## src/rtl/fs20_frame_transmitter_macros.svh

```systemverilog
// ----------------------------------------------------------------------------
// FS20 frame transmitter assertion macros
// Shared property wrappers clocked on clk and disabled in reset.
// ----------------------------------------------------------------------------
`ifndef FS20_FRAME_TRANSMITTER_MACROS_SVH
`define FS20_FRAME_TRANSMITTER_MACROS_SVH

// Same-cycle implication
`define FS20_ASSERT_NOW(label, ante, cons, msg) \
    label: assert property (@(posedge clk) disable iff (!rst_n) (ante) |-> (cons)) \
        else $error(msg);

// Next-cycle implication
`define FS20_ASSERT_NEXT(label, ante, cons, msg) \
    label: assert property (@(posedge clk) disable iff (!rst_n) (ante) |=> (cons)) \
        else $error(msg);

`endif

```

## src/rtl/fs20tx_pkg.sv

```systemverilog
// ----------------------------------------------------------------------------
// FS20 transmitter package
// Word types, phase encoding, opcodes, register indexes and telegram constants.
// ----------------------------------------------------------------------------
package fs20tx_pkg;

    // Input word
    typedef struct packed {
        logic        op;
        logic [15:0] house_code;
        logic [7:0]  unit_address;
        logic [7:0]  command_byte;
        logic        ext_present;
        logic [7:0]  ext_value;
    } fs20tx_in_t;

    // Result word
    typedef struct packed {
        logic pin;
        logic busy_res;
        logic accepted;
        logic done_res;
    } fs20tx_out_t;

    // Telegram phase, one-hot
    typedef enum logic [4:0] {
        PH_IDLE  = 5'b00001,
        PH_SYNC  = 5'b00010,
        PH_DATA  = 5'b00100,
        PH_TRAIL = 5'b01000,
        PH_GAP   = 5'b10000
    } fs20tx_phase_t;

    // Opcodes
    localparam logic OP_START = 1'b0;
    localparam logic OP_TICK  = 1'b1;

    // Configuration register indexes
    localparam int unsigned CFG_IDX_W = 2;
    localparam logic [CFG_IDX_W-1:0] REG_ZERO_HALF = 2'd0;
    localparam logic [CFG_IDX_W-1:0] REG_ONE_HALF  = 2'd1;
    localparam logic [CFG_IDX_W-1:0] REG_GAP       = 2'd2;

    // Register reset values
    localparam logic [15:0] ZERO_HALF_RST = 16'd400;
    localparam logic [15:0] ONE_HALF_RST  = 16'd600;
    localparam logic [15:0] GAP_RST       = 16'd10000;

    // Telegram constants
    localparam logic [7:0] CHK_BIAS     = 8'd6;
    localparam logic [7:0] CMD_DIM_UP   = 8'd19;
    localparam logic [7:0] CMD_DIM_DOWN = 8'd20;
    localparam logic [1:0] REP_SHORT    = 2'd2;
    localparam logic [1:0] REP_LONG     = 2'd3;
    localparam logic [2:0] BYTES_PLAIN  = 3'd5;
    localparam logic [2:0] BYTES_EXT    = 3'd6;
    localparam logic [3:0] DATA_BITS    = 4'd8;

endpackage

```

## src/rtl/fs20_frame_transmitter.sv

```systemverilog
// ----------------------------------------------------------------------------
// FS20 frame transmitter
// Pulse-width encoder for one FS20 telegram: sync, data bytes with even
// parity, checksum, trailing zero and gap, repeated two or three times.
// ----------------------------------------------------------------------------
//
//  channel  | handshake            | payload
//  ---------+----------------------+---------------------
//  in       | in_valid / in_stall  | in_data  (fs20tx_in_t)
//  out      | out_valid / out_stall| out_data (fs20tx_out_t)
//  cfg      | cfg_wr_en            | cfg_index, cfg_data
//
//  Every input word is handled at its accepting edge: the sequencer state and the result
//  register both update at that edge, so one word enters per clock while in_stall is low.
//  The result of a word is on out_data the cycle after it is accepted.
//  in_stall follows out_stall only while the result register is full.
//  Reset returns the sequencer to idle and loads the default tick counts.
//
`include "fs20_frame_transmitter_macros.svh"

module fs20_frame_transmitter
    import fs20tx_pkg::*;
#(
    parameter int unsigned SYNC_ZEROS = 12
)
(
    input  logic                 clk,
    input  logic                 rst_n,
    input  logic                 in_valid,
    output logic                 in_stall,
    input  fs20tx_in_t           in_data,
    output logic                 out_valid,
    input  logic                 out_stall,
    output fs20tx_out_t          out_data,
    input  logic                 cfg_wr_en,
    input  logic [CFG_IDX_W-1:0] cfg_index,
    input  logic [15:0]          cfg_data
);

    localparam logic [3:0] SYNC_LAST = 4'(SYNC_ZEROS);

    // Configuration
    logic [15:0] zero_half_reg;
    logic [15:0] one_half_reg;
    logic [15:0] gap_reg;

    // Telegram fields
    logic [15:0] house_reg,    house_next;
    logic [7:0]  addr_reg,     addr_next;
    logic [7:0]  cmd_reg,      cmd_next;
    logic [7:0]  ext_reg,      ext_next;
    logic        ext_flag_reg, ext_flag_next;
    logic [7:0]  chk_reg,      chk_next;

    // Sequencer
    fs20tx_phase_t phase_reg,   phase_next;
    logic [1:0]    repeats_reg, repeats_next;
    logic [3:0]    bit_pos_reg, bit_pos_next;
    logic [2:0]    byte_pos_reg, byte_pos_next;
    logic          half_reg,    half_next;
    logic [15:0]   tick_reg,    tick_next;
    logic          line_reg,    line_next;

    // Result register
    logic        out_valid_reg;
    fs20tx_out_t out_data_reg;

    logic        in_fire;
    logic        out_fire;
    logic [7:0]  cur_byte;
    logic        sym_bit;
    logic [15:0] half_len;
    logic [15:0] tick_inc;
    logic [2:0]  byte_pos_inc;
    logic [2:0]  byte_total;
    logic [7:0]  start_chk;
    logic        end_rep;
    logic        accepted;
    logic        done;

    assign in_stall  = out_valid_reg & out_stall;
    assign in_fire   = in_valid & ~in_stall;
    assign out_fire  = out_valid_reg & ~out_stall;
    assign out_valid = out_valid_reg;
    assign out_data  = out_data_reg;

    // Configuration writes; unknown indexes are dropped
    always_ff @(posedge clk or negedge rst_n)
    begin
        if (!rst_n)
        begin
            zero_half_reg <= ZERO_HALF_RST;
            one_half_reg  <= ONE_HALF_RST;
            gap_reg       <= GAP_RST;
        end
        else if (cfg_wr_en)
        begin
            unique case (cfg_index)
                REG_ZERO_HALF: zero_half_reg <= cfg_data;
                REG_ONE_HALF:  one_half_reg  <= cfg_data;
                REG_GAP:       gap_reg       <= cfg_data;
                default:       ;
            endcase
        end
    end

    // Select the byte under transmission
    always_comb
    begin
        case (byte_pos_reg)
            3'd0:    cur_byte = house_reg[15:8];
            3'd1:    cur_byte = house_reg[7:0];
            3'd2:    cur_byte = addr_reg;
            3'd3:    cur_byte = cmd_reg;
            3'd4:    cur_byte = ext_flag_reg ? ext_reg : chk_reg;
            default: cur_byte = chk_reg;
        endcase
    end

    // Current symbol value: sync zeros ending in a one, data bits MSB first, then even parity
    always_comb
    begin
        if (phase_reg == PH_SYNC)
        begin
            sym_bit = (bit_pos_reg >= SYNC_LAST);
        end
        else if (phase_reg == PH_DATA)
        begin
            if (bit_pos_reg < DATA_BITS)
            begin
                sym_bit = cur_byte[~bit_pos_reg[2:0]];
            end
            else
            begin
                sym_bit = ^cur_byte;
            end
        end
        else
        begin
            sym_bit = 1'b0;
        end
    end

    assign half_len     = sym_bit ? one_half_reg : zero_half_reg;
    assign tick_inc     = tick_reg + 16'd1;
    assign byte_pos_inc = byte_pos_reg + 3'd1;
    assign byte_total   = ext_flag_reg ? BYTES_EXT : BYTES_PLAIN;
    assign start_chk    = 8'(CHK_BIAS + in_data.house_code[15:8] + in_data.house_code[7:0]
                            + in_data.unit_address + in_data.command_byte
                            + (in_data.ext_present ? in_data.ext_value : 8'd0));

    // Next state of the sequencer
    always_comb
    begin
        house_next    = house_reg;
        addr_next     = addr_reg;
        cmd_next      = cmd_reg;
        ext_next      = ext_reg;
        ext_flag_next = ext_flag_reg;
        chk_next      = chk_reg;
        phase_next    = phase_reg;
        repeats_next  = repeats_reg;
        bit_pos_next  = bit_pos_reg;
        byte_pos_next = byte_pos_reg;
        half_next     = half_reg;
        tick_next     = tick_reg;
        line_next     = line_reg;
        end_rep       = 1'b0;
        accepted      = 1'b0;
        done          = 1'b0;

        if (in_fire)
        begin
            if (in_data.op == OP_START)
            begin
                // Load a telegram only when idle
                if (phase_reg == PH_IDLE)
                begin
                    house_next    = in_data.house_code;
                    addr_next     = in_data.unit_address;
                    cmd_next      = in_data.command_byte;
                    ext_next      = in_data.ext_value;
                    ext_flag_next = in_data.ext_present;
                    chk_next      = start_chk;
                    repeats_next  = (!in_data.ext_present &&
                                     (in_data.command_byte == CMD_DIM_UP ||
                                      in_data.command_byte == CMD_DIM_DOWN))
                                    ? REP_SHORT : REP_LONG;
                    phase_next    = PH_SYNC;
                    bit_pos_next  = 4'd0;
                    byte_pos_next = 3'd0;
                    half_next     = 1'b0;
                    tick_next     = 16'd0;
                    line_next     = 1'b0;
                    accepted      = 1'b1;
                end
            end
            else if (phase_reg == PH_GAP)
            begin
                // Count the low gap
                line_next = 1'b0;
                tick_next = tick_inc;
                if (tick_inc >= gap_reg || tick_inc == 16'd0)
                begin
                    end_rep = 1'b1;
                end
            end
            else if (phase_reg != PH_IDLE)
            begin
                // Drive one half of the current symbol; a zero length counts as one
                line_next = ~half_reg;
                tick_next = tick_inc;
                if (tick_inc >= half_len || tick_inc == 16'd0)
                begin
                    tick_next = 16'd0;
                    if (!half_reg)
                    begin
                        half_next = 1'b1;
                    end
                    else
                    begin
                        half_next = 1'b0;
                        // Advance to the next symbol
                        if (phase_reg == PH_SYNC)
                        begin
                            if (bit_pos_reg < SYNC_LAST)
                            begin
                                bit_pos_next = bit_pos_reg + 4'd1;
                            end
                            else
                            begin
                                phase_next    = PH_DATA;
                                byte_pos_next = 3'd0;
                                bit_pos_next  = 4'd0;
                            end
                        end
                        else if (phase_reg == PH_DATA)
                        begin
                            if (bit_pos_reg < DATA_BITS)
                            begin
                                bit_pos_next = bit_pos_reg + 4'd1;
                            end
                            else
                            begin
                                bit_pos_next  = 4'd0;
                                byte_pos_next = byte_pos_inc;
                                if (byte_pos_inc >= byte_total)
                                begin
                                    phase_next = PH_TRAIL;
                                end
                            end
                        end
                        else
                        begin
                            phase_next = PH_GAP;
                            if (gap_reg == 16'd0)
                            begin
                                end_rep = 1'b1;
                            end
                        end
                    end
                end
            end

            // Close a repeat: restart or finish the telegram
            if (end_rep)
            begin
                bit_pos_next  = 4'd0;
                byte_pos_next = 3'd0;
                half_next     = 1'b0;
                tick_next     = 16'd0;
                if (repeats_reg <= 2'd1)
                begin
                    repeats_next = 2'd0;
                    phase_next   = PH_IDLE;
                    line_next    = 1'b0;
                    done         = 1'b1;
                end
                else
                begin
                    repeats_next = repeats_reg - 2'd1;
                    phase_next   = PH_SYNC;
                end
            end
        end
    end

    // Telegram fields hold their contents until the next start
    always_ff @(posedge clk or negedge rst_n)
    begin
        if (!rst_n)
        begin
            house_reg    <= 16'd0;
            addr_reg     <= 8'd0;
            cmd_reg      <= 8'd0;
            ext_reg      <= 8'd0;
            ext_flag_reg <= 1'b0;
            chk_reg      <= 8'd0;
        end
        else
        begin
            house_reg    <= house_next;
            addr_reg     <= addr_next;
            cmd_reg      <= cmd_next;
            ext_reg      <= ext_next;
            ext_flag_reg <= ext_flag_next;
            chk_reg      <= chk_next;
        end
    end

    // Sequencer registers
    always_ff @(posedge clk or negedge rst_n)
    begin
        if (!rst_n)
        begin
            phase_reg    <= PH_IDLE;
            repeats_reg  <= 2'd0;
            bit_pos_reg  <= 4'd0;
            byte_pos_reg <= 3'd0;
            half_reg     <= 1'b0;
            tick_reg     <= 16'd0;
            line_reg     <= 1'b0;
        end
        else
        begin
            phase_reg    <= phase_next;
            repeats_reg  <= repeats_next;
            bit_pos_reg  <= bit_pos_next;
            byte_pos_reg <= byte_pos_next;
            half_reg     <= half_next;
            tick_reg     <= tick_next;
            line_reg     <= line_next;
        end
    end

    // Result word valid: set on accept, clear when taken
    always_ff @(posedge clk or negedge rst_n)
    begin
        if (!rst_n)
        begin
            out_valid_reg <= 1'b0;
        end
        else if (in_fire)
        begin
            out_valid_reg <= 1'b1;
        end
        else if (out_fire)
        begin
            out_valid_reg <= 1'b0;
        end
    end

    // Result word payload
    always_ff @(posedge clk)
    begin
        if (in_fire)
        begin
            out_data_reg.pin      <= line_next;
            out_data_reg.busy_res <= (phase_next != PH_IDLE);
            out_data_reg.accepted <= accepted;
            out_data_reg.done_res <= done;
        end
    end

    // Checks
    `FS20_ASSERT_NEXT(a_busy_start_refused,
        in_fire && in_data.op == OP_START && phase_reg != PH_IDLE,
        !out_data_reg.accepted, "start word taken while a telegram was running")
    `FS20_ASSERT_NOW(a_done_ends_telegram,
        out_valid_reg && out_data_reg.done_res,
        !out_data_reg.busy_res && !out_data_reg.pin, "done reported with line busy or high")
    `FS20_ASSERT_NOW(a_idle_line_low,
        phase_reg == PH_IDLE, !line_reg && repeats_reg == 2'd0, "line active while idle")

endmodule
```

## config.mk

```make
export PLATFORM = sky130hd
export DESIGN_NAME = fs20_frame_transmitter
export DESIGN_NICKNAME = d
export VERILOG_FILES = /design/src/rtl/fs20tx_pkg.sv /design/src/rtl/fs20_frame_transmitter.sv
export VERILOG_INCLUDE_DIRS = /design/src /design/src/rtl
export SDC_FILE = /design/constraint.sdc
export NUM_CORES = 1
export LEC_CHECK = 0
export BUFFER_PORTS_ARGS = -buffer_cell sky130_fd_sc_hd__buf_2
export CORE_MARGIN = 4
export CORE_UTILIZATION = 40
export DETAILED_ROUTE_END_ITERATION = 8
export PLACE_DENSITY = 0.61
export SLEW_MARGIN = 30
export SYNTH_ARGS = -nofsm -noshare
export SYNTH_HDL_FRONTEND = slang
export SYNTH_SLANG_ARGS = --single-unit
```

## constraint.sdc

```tcl
create_clock -name clk -period 18.4 [get_ports clk]
set_input_delay 1.84 -clock clk [delete_from_list [all_inputs] [get_ports clk]]
set_output_delay 1.84 -clock clk [all_outputs]
set_load 0.05 [all_outputs]
```

# Word level (Yosys, flattened, before mapping)
# Cells that the tools add are included.
[classes]
n_addsub = 9
multipliers = 0
div = 0
magnitude_cmp = 8
eq_ne = 23
n_shift = 0
mux = 85
bitwise = 8
n_reduce_logical = 22
[op_table]
columns = ["operator", "count"]
rows = [
  ["16-bit 2-to-1 mux", 7],
  ["5-bit 2-to-1 mux", 13],
  ["4-bit 2-to-1 mux", 11],
  ["8-bit one-hot mux with 5 select lines", 1],
  ["1-bit 2-to-1 mux", 33],
  ["3-bit 2-to-1 mux", 11],
  ["8-bit adder", 4],
  ["16-bit greater-or-equal comparator", 2],
  ["16-bit logical NOT", 2],
  ["16-bit by 1-bit adder with 16-bit output, second input constant", 1],
  ["8-bit by 5-bit equality test with 1-bit output, second input constant", 2],
  ["8-bit 2-to-1 mux", 2],
  ["2-bit 2-to-1 mux", 6],
  ["5-bit by 1-bit != test with 1-bit output, second input constant", 2],
  ["3-bit by 1-bit != test with 1-bit output, second input constant", 3],
  ["3-bit AND reduction", 3],
  ["9-bit AND reduction", 1],
  ["3-bit by 8-bit adder with 8-bit output, first input constant", 1],
  ["4-bit less-than comparator, second input constant", 2],
  ["4-bit by 1-bit != test with 1-bit output, second input constant", 2],
  ["4-bit by 3-bit != test with 1-bit output, second input constant", 2],
  ["8-bit parity", 1],
  ["7-bit AND reduction", 1],
  ["3-bit by 2-bit equality test with 1-bit output, second input constant", 2],
  ["30 further kinds", 40],
]
[totals]
regBits = 134
latchBits = 0
ramBits = 0
mem_bits_ro = 0
in_bits = 65
output_inout_bits = 6
word_cells = 176
n_memories = 0

# Longest topological paths before layout
[depth]
word_depth = 18
depth_mapped = 23
depth_no_buf = 19

# Least setup slack after synthesis
# OpenSTA, ideal clock, no wires.
[synth_path]
path_kind = "reg-to-reg"
start = "register byte_pos_reg[2]"
end = "register out_data_reg, in the netlist out_data[2], data pin"
setup_ns = 0.272
t_arrival_ns = 5.576
required_ns = 18.128
path_slack_ns = 12.552
stages_incl_launch_ff = 24
n_path_buf = 4
period_less_slack_ns = 5.848
cell_sequence = "dfrtp_1 -> clkbuf_1 -> inv_1 -> ha_1 -> buf_2 -> or4_4 -> o21ai_4 -> a21oi_1 -> mux2_2 -> a2111oi_4 -> or2_1 -> buf_2 -> buf_4 -> o211ai_1 -> a311oi_1 -> ha_1 -> a211oi_1 -> nor2_1 -> a2111oi_0 -> o21ai_0 -> a21o_2 -> and4_1 -> a211o_1 -> or4b_1"
[synth_between]
elab_chain_len = 18
elab_cells_between_ends = 34
classes_between = "1 x add/sub; 2 x order compare; 5 x eq/ne; 23 x mux; 3 x reduce/logical"
[synth_lines]
columns = ["element", "line_no", "text"]
rows = [
  ["start: declaration", "fs20_frame_transmitter.sv:59", "logic [2:0] byte_pos_reg, byte_pos_next;"],
  ["start signal: assignment", "fs20_frame_transmitter.sv:329", "byte_pos_reg <= byte_pos_next;"],
  ["3-bit equality test, or another cell as far along", "fs20_frame_transmitter.sv:110", "case (byte_pos_reg)"],
  ["8-bit one-hot mux with 5 select lines", "fs20_frame_transmitter.sv:110", ""],
  ["1-bit binary-select mux with 3-bit select", "fs20_frame_transmitter.sv:131", "sym_bit = cur_byte[~bit_pos_reg[2:0]];"],
  ["1-bit 2-to-1 mux (not written as such)", "fs20_frame_transmitter.sv:131", ""],
  ["1-bit 2-to-1 mux", "fs20_frame_transmitter.sv:129", "if (bit_pos_reg < DATA_BITS)"],
  ["1-bit 2-to-1 mux", "fs20_frame_transmitter.sv:127", "else if (phase_reg == PH_DATA)"],
  ["1-bit 2-to-1 mux", "fs20_frame_transmitter.sv:123", "if (phase_reg == PH_SYNC)"],
  ["16-bit 2-to-1 mux", "fs20_frame_transmitter.sv:144", "assign half_len = sym_bit ? one_half_reg : zero_half_reg;"],
  ["[2 not listed]", "-", ""],
  ["1-bit 2-to-1 mux", "fs20_frame_transmitter.sv:213", "if (tick_inc >= half_len || tick_inc == 16'd0)"],
  ["1-bit 2-to-1 mux", "fs20_frame_transmitter.sv:208", "else if (phase_reg != PH_IDLE)"],
  ["1-bit 2-to-1 mux", "fs20_frame_transmitter.sv:198", "else if (phase_reg == PH_GAP)"],
  ["1-bit 2-to-1 mux", "fs20_frame_transmitter.sv:174", "if (in_data.op == OP_START)"],
  ["1-bit 2-to-1 mux", "fs20_frame_transmitter.sv:172", "if (in_fire)"],
  ["5-bit 2-to-1 mux *", "fs20_frame_transmitter.sv:266", "if (end_rep)"],
  ["5-bit 2-to-1 mux *", "fs20_frame_transmitter.sv:172", ""],
  ["5-bit by 1-bit != test with 1-bit output *", "fs20_frame_transmitter.sv:359", "out_data_reg.busy_res <= (phase_next != PH_IDLE);"],
  ["end: declaration", "fs20_frame_transmitter.sv:66", "fs20tx_out_t out_data_reg;"],
]
# Mark *: on every way between the ends. The rest lies on a longest branch, timed or not. The select of a mux whose other input is x is not followed.
# A chain may end at the register's enable or synchronous reset.

# Worst setup path after layout
[layout_path]
start = "register byte_pos_reg[2]"
end = "register out_data_reg, in the netlist out_data[2], data pin"
[layout_between]
elab_chain_len = 18
elab_cells_between_ends = 34
classes_between = "1 x add/sub; 2 x order compare; 5 x eq/ne; 23 x mux; 3 x reduce/logical"
[layout_lines]
columns = ["element", "line_no", "text"]
rows = [
  ["3-bit equality test, or another cell as far along", "fs20_frame_transmitter.sv:110", ""],
  ["8-bit one-hot mux with 5 select lines", "fs20_frame_transmitter.sv:110", ""],
  ["1-bit binary-select mux with 3-bit select", "fs20_frame_transmitter.sv:131", ""],
  ["1-bit 2-to-1 mux (not written as such)", "fs20_frame_transmitter.sv:131", ""],
  ["1-bit 2-to-1 mux", "fs20_frame_transmitter.sv:129", ""],
  ["1-bit 2-to-1 mux", "fs20_frame_transmitter.sv:127", ""],
  ["1-bit 2-to-1 mux", "fs20_frame_transmitter.sv:123", ""],
  ["16-bit 2-to-1 mux", "fs20_frame_transmitter.sv:144", ""],
  ["[3 not listed]", "-", ""],
  ["1-bit 2-to-1 mux", "fs20_frame_transmitter.sv:208", ""],
  ["1-bit 2-to-1 mux", "fs20_frame_transmitter.sv:198", ""],
  ["1-bit 2-to-1 mux", "fs20_frame_transmitter.sv:174", ""],
  ["1-bit 2-to-1 mux", "fs20_frame_transmitter.sv:172", ""],
  ["5-bit 2-to-1 mux *", "fs20_frame_transmitter.sv:266", ""],
  ["5-bit 2-to-1 mux *", "fs20_frame_transmitter.sv:172", ""],
  ["via phase_next[1]", "fs20_frame_transmitter.sv:56", "fs20tx_phase_t phase_reg, phase_next;"],
  ["5-bit by 1-bit != test with 1-bit output *", "fs20_frame_transmitter.sv:359", ""],
]
# The timed path passes the listed nets; every way through them passes the cells marked *. The select of a mux whose other input is x is not followed.

==> metrics <==
# setup viols final 0; port buffer count 70; synthesized area 8995 um^2; pwr dens 93.30 nW/um^2; slowest cell delay on critical path 0.90 ns; clock transition at the registers of the reported paths 0.06 ns; io pins 71; actual slew at the worst max-slew pin 0.9717 ns; Fmax 0.1335 GHz; Worst-Skew Late Latency 0.43 ns; Net Sw Frac 32.94%; worst path bufs/invs 1; # resized after CTS 0; DR WL/cell 17.64 um; clock skew 0.01463 ns; HPWL after DPL 16,970 um; combinational family with the most area after synthesis simple AND/OR/NAND/NOR gates; vias around 7,300; gr ovfl total 0; startpoint types flip-flop; CP endpoint kind flip-flop; post-synthesis compound-gate area fraction 15.90%; hold_buf cts 0; Max Root-Sink Buffers 2; CP top delay family compound AO/OA/AOI/OAI gates; ys async rst share between 90% and 100%; area of the core 21,960 um^2; post-synthesis simple-gate area fraction a little under a fifth; non-filler cells in the finished layout 1,313; CP arrival between 7 and 8 ns; fraction of layout cells with a size suffix above 1 around 18%; Hold Crit Class flip-flop to flip-flop; post-synthesis adder-cell area fraction about an eighth; endpoints failing hold 0; All-Layer GR Usage between 10% and 20%; GPL Wtd Cong 0.8701; final worst-path setup slack between 10 and 15 ns; XOR/XNOR Fraction of Synth Area 3.603%; Die Ht 158.0 um; mux share of post-synthesis cell area 6.830%; CP max-delay cell a2111oi_4; DIE AREA 24,950 um^2; CTS tree yes; Yosys cell types a little under 80; Final Routed Wirelength 23,160 um; sw power 310.0 uW; post-route ant nets 0; R2R cell count 19; Int Pwr roughly 630 uW; worst path cell trace inv_1 > ha_1 > or4_4 > o21ai_4 > a21oi_1 > mux2_2 > a2111oi_4 > or2_2 > o211ai_1 > a311oi_1 > ha_1 > a21oi_1 > o21ai_0 > a2111oi_0 > o21ai_0 > o22ai_1 > a211oi_1 > a221o_1 > or4b_1; # diodes 0; level count of the clock H-tree 4; crit path kind flip-flop to flip-flop; Seq pwr share between 40% and 50%; unrepaired setup endpoints after global routing no; hold depth 2; antenna violations before repair 0; Mean Syn Cell Area 9.207 um^2; Chip Width 158.0 um; vias in the first global route 7,112; Post-synth EDFFs 4; period utilisation layout between 40 and 50%; run status finished, final reports clean; Residual DRC 0; number of DRC markers in iteration 0 623; DR vias/cell 5.593; stages on the worst setup path 19; Worst slew margin 34.98%; commonest cells after routing, fill and taps aside nand2_1 (214), dfrtp_1 (117), buf_2 (69); post-synthesis sequential area ratio 37.68%; setup TNS 0 ns; Post-Syn Instances between 900 and 1,000; Initial Util between 40 and 50%; largest net degree at the start of global routing 82; filler cell count 2,092; WHS 0.4735 ns; placed insts 1,281; area grow syn2layout 12.14%; Final nets 1,160; drt pass-1 iters 6; Most used DFF post-synth dfrtp_1; first-pass GRT wire length 37,500 um; Req. time, crit path 18.55 ns; Comb power frac 24.9%; postcts setup bufs 0; Max VDD drop 0.07104 mV; Clk pwr share 34.2%; Root Buffer clkbuf_16; TritonCTS sink count 134; dpl ws 10.75 ns; number of max-cap violations 0; #FFs+latches synth 134; Max FO, Critical Path 31; most common cell after layout, fill and taps aside nand2_1; CTS Buf Count 17; row count 54; Pins Over Slew Limit 0; yosys synthesis warning count 0; Leakage 0.004626 uW; post-synthesis net count 1,117; min cycle time layout about 7.5 ns
[cells in the mapped netlist (15+ instances only)]
library cell	number	area, um^2
dfrtp_1	117	2928
nor2_1	49	183.9
a311oi_1	15	131.4
a21oi_1	30	150.1
o21ai_0	35	175.2
nand3_1	26	130.1
mux2_2	51	574.3
nand2_1	215	807.0
fa_1	20	400.4
nand4_1	18	112.6
o211ai_1	40	300.3
inv_1	55	206.5
clkbuf_1	36	135.1
ha_1	55	688.2
xnor2_1	24	210.2
[through the flow]
step / instance area [um^2] / utilization [%] / power [uW]
3_3_place_gp: 9534 / 43.42 / 619.1
5_1_grt: 10090 / 45.94 / 992.7
2_1_floorplan: 8995 / - / 545.7
6_report: 10090 / 45.94 / 941.1
3_5_place_dp: 9543 / 43.46 / 623.3
4_1_cts: 10090 / 45.94 / 946.5
[power groups by stage]
stage	Combinational, uW	Clock, uW	Sequential (uW)
floorplan	176	0	370
global placement	231	0	389
detailed placement	235	0	389
CTS	237	326	384
global route	266	337	389
finish	234	322	385
[layer usage]
metal	track usage, %	part of all wire (%)
met1	27.23	48
met4	4.793	1.4
met2	29.69	46
met3	3.527	4.4
met5	0	0
[cell type report]
type / count / area [um^2] / share of cell area [%]
multi-input combinational: 735 / 5187 / 51.43
timing repair buffer: 76 / 405.4 / 4.019
clock buffer: 20 / 436.7 / 4.329
clock inverter: 12 / 107.6 / 1.067
inverter: 56 / 210.2 / 2.084
sequential: 134 / 3390 / 33.60
tap: 280 / 350.3 / 3.473
[worst register-to-register path, cell delays in order, from the launching register on]
cell and delay, ns:
dfrtp_1 0.64, inv_1 0.19, ha_1 0.36, or4_4 0.59, o21ai_4 0.13, a21oi_1 0.16
mux2_2 0.31, a2111oi_4 0.90, or2_2 0.63, o211ai_1 0.19, a311oi_1 0.27, ha_1 0.32
a21oi_1 0.12, o21ai_0 0.10, a2111oi_0 0.53, o21ai_0 0.42, o22ai_1 0.37, a211oi_1 0.15
a221o_1 0.31, or4b_1 0.53
[logic make-up after synthesis]
| logic type | count (synthesis) |
|---|---|
| adder cells (fa/ha/maj) | 75 |
| AND/OR/NAND/NOR | 373 |
| flip-flops | 134 |
| XOR/XNOR | 37 |
| AO/OA/AOI/OAI | 195 |
| buffers and inverters | 108 |
| multiplexers | 55 |
[path summary, 6_finish.rpt]
check	from	endpoint	slack, ns
max in group asynchronous	rst_n	zero_half_reg[12]	15.96
hold reg to reg	ext_reg[3]	ext_reg[3]	0.47
hold / removal	ext_reg[3]	ext_reg[3]	0.47
setup / recovery	byte_pos_reg[2]	out_data[2]	10.91
min in group asynchronous	rst_n	out_valid	1.36
setup reg to reg	byte_pos_reg[2]	out_data[2]	10.91
(Power assumes the default switching activity.)
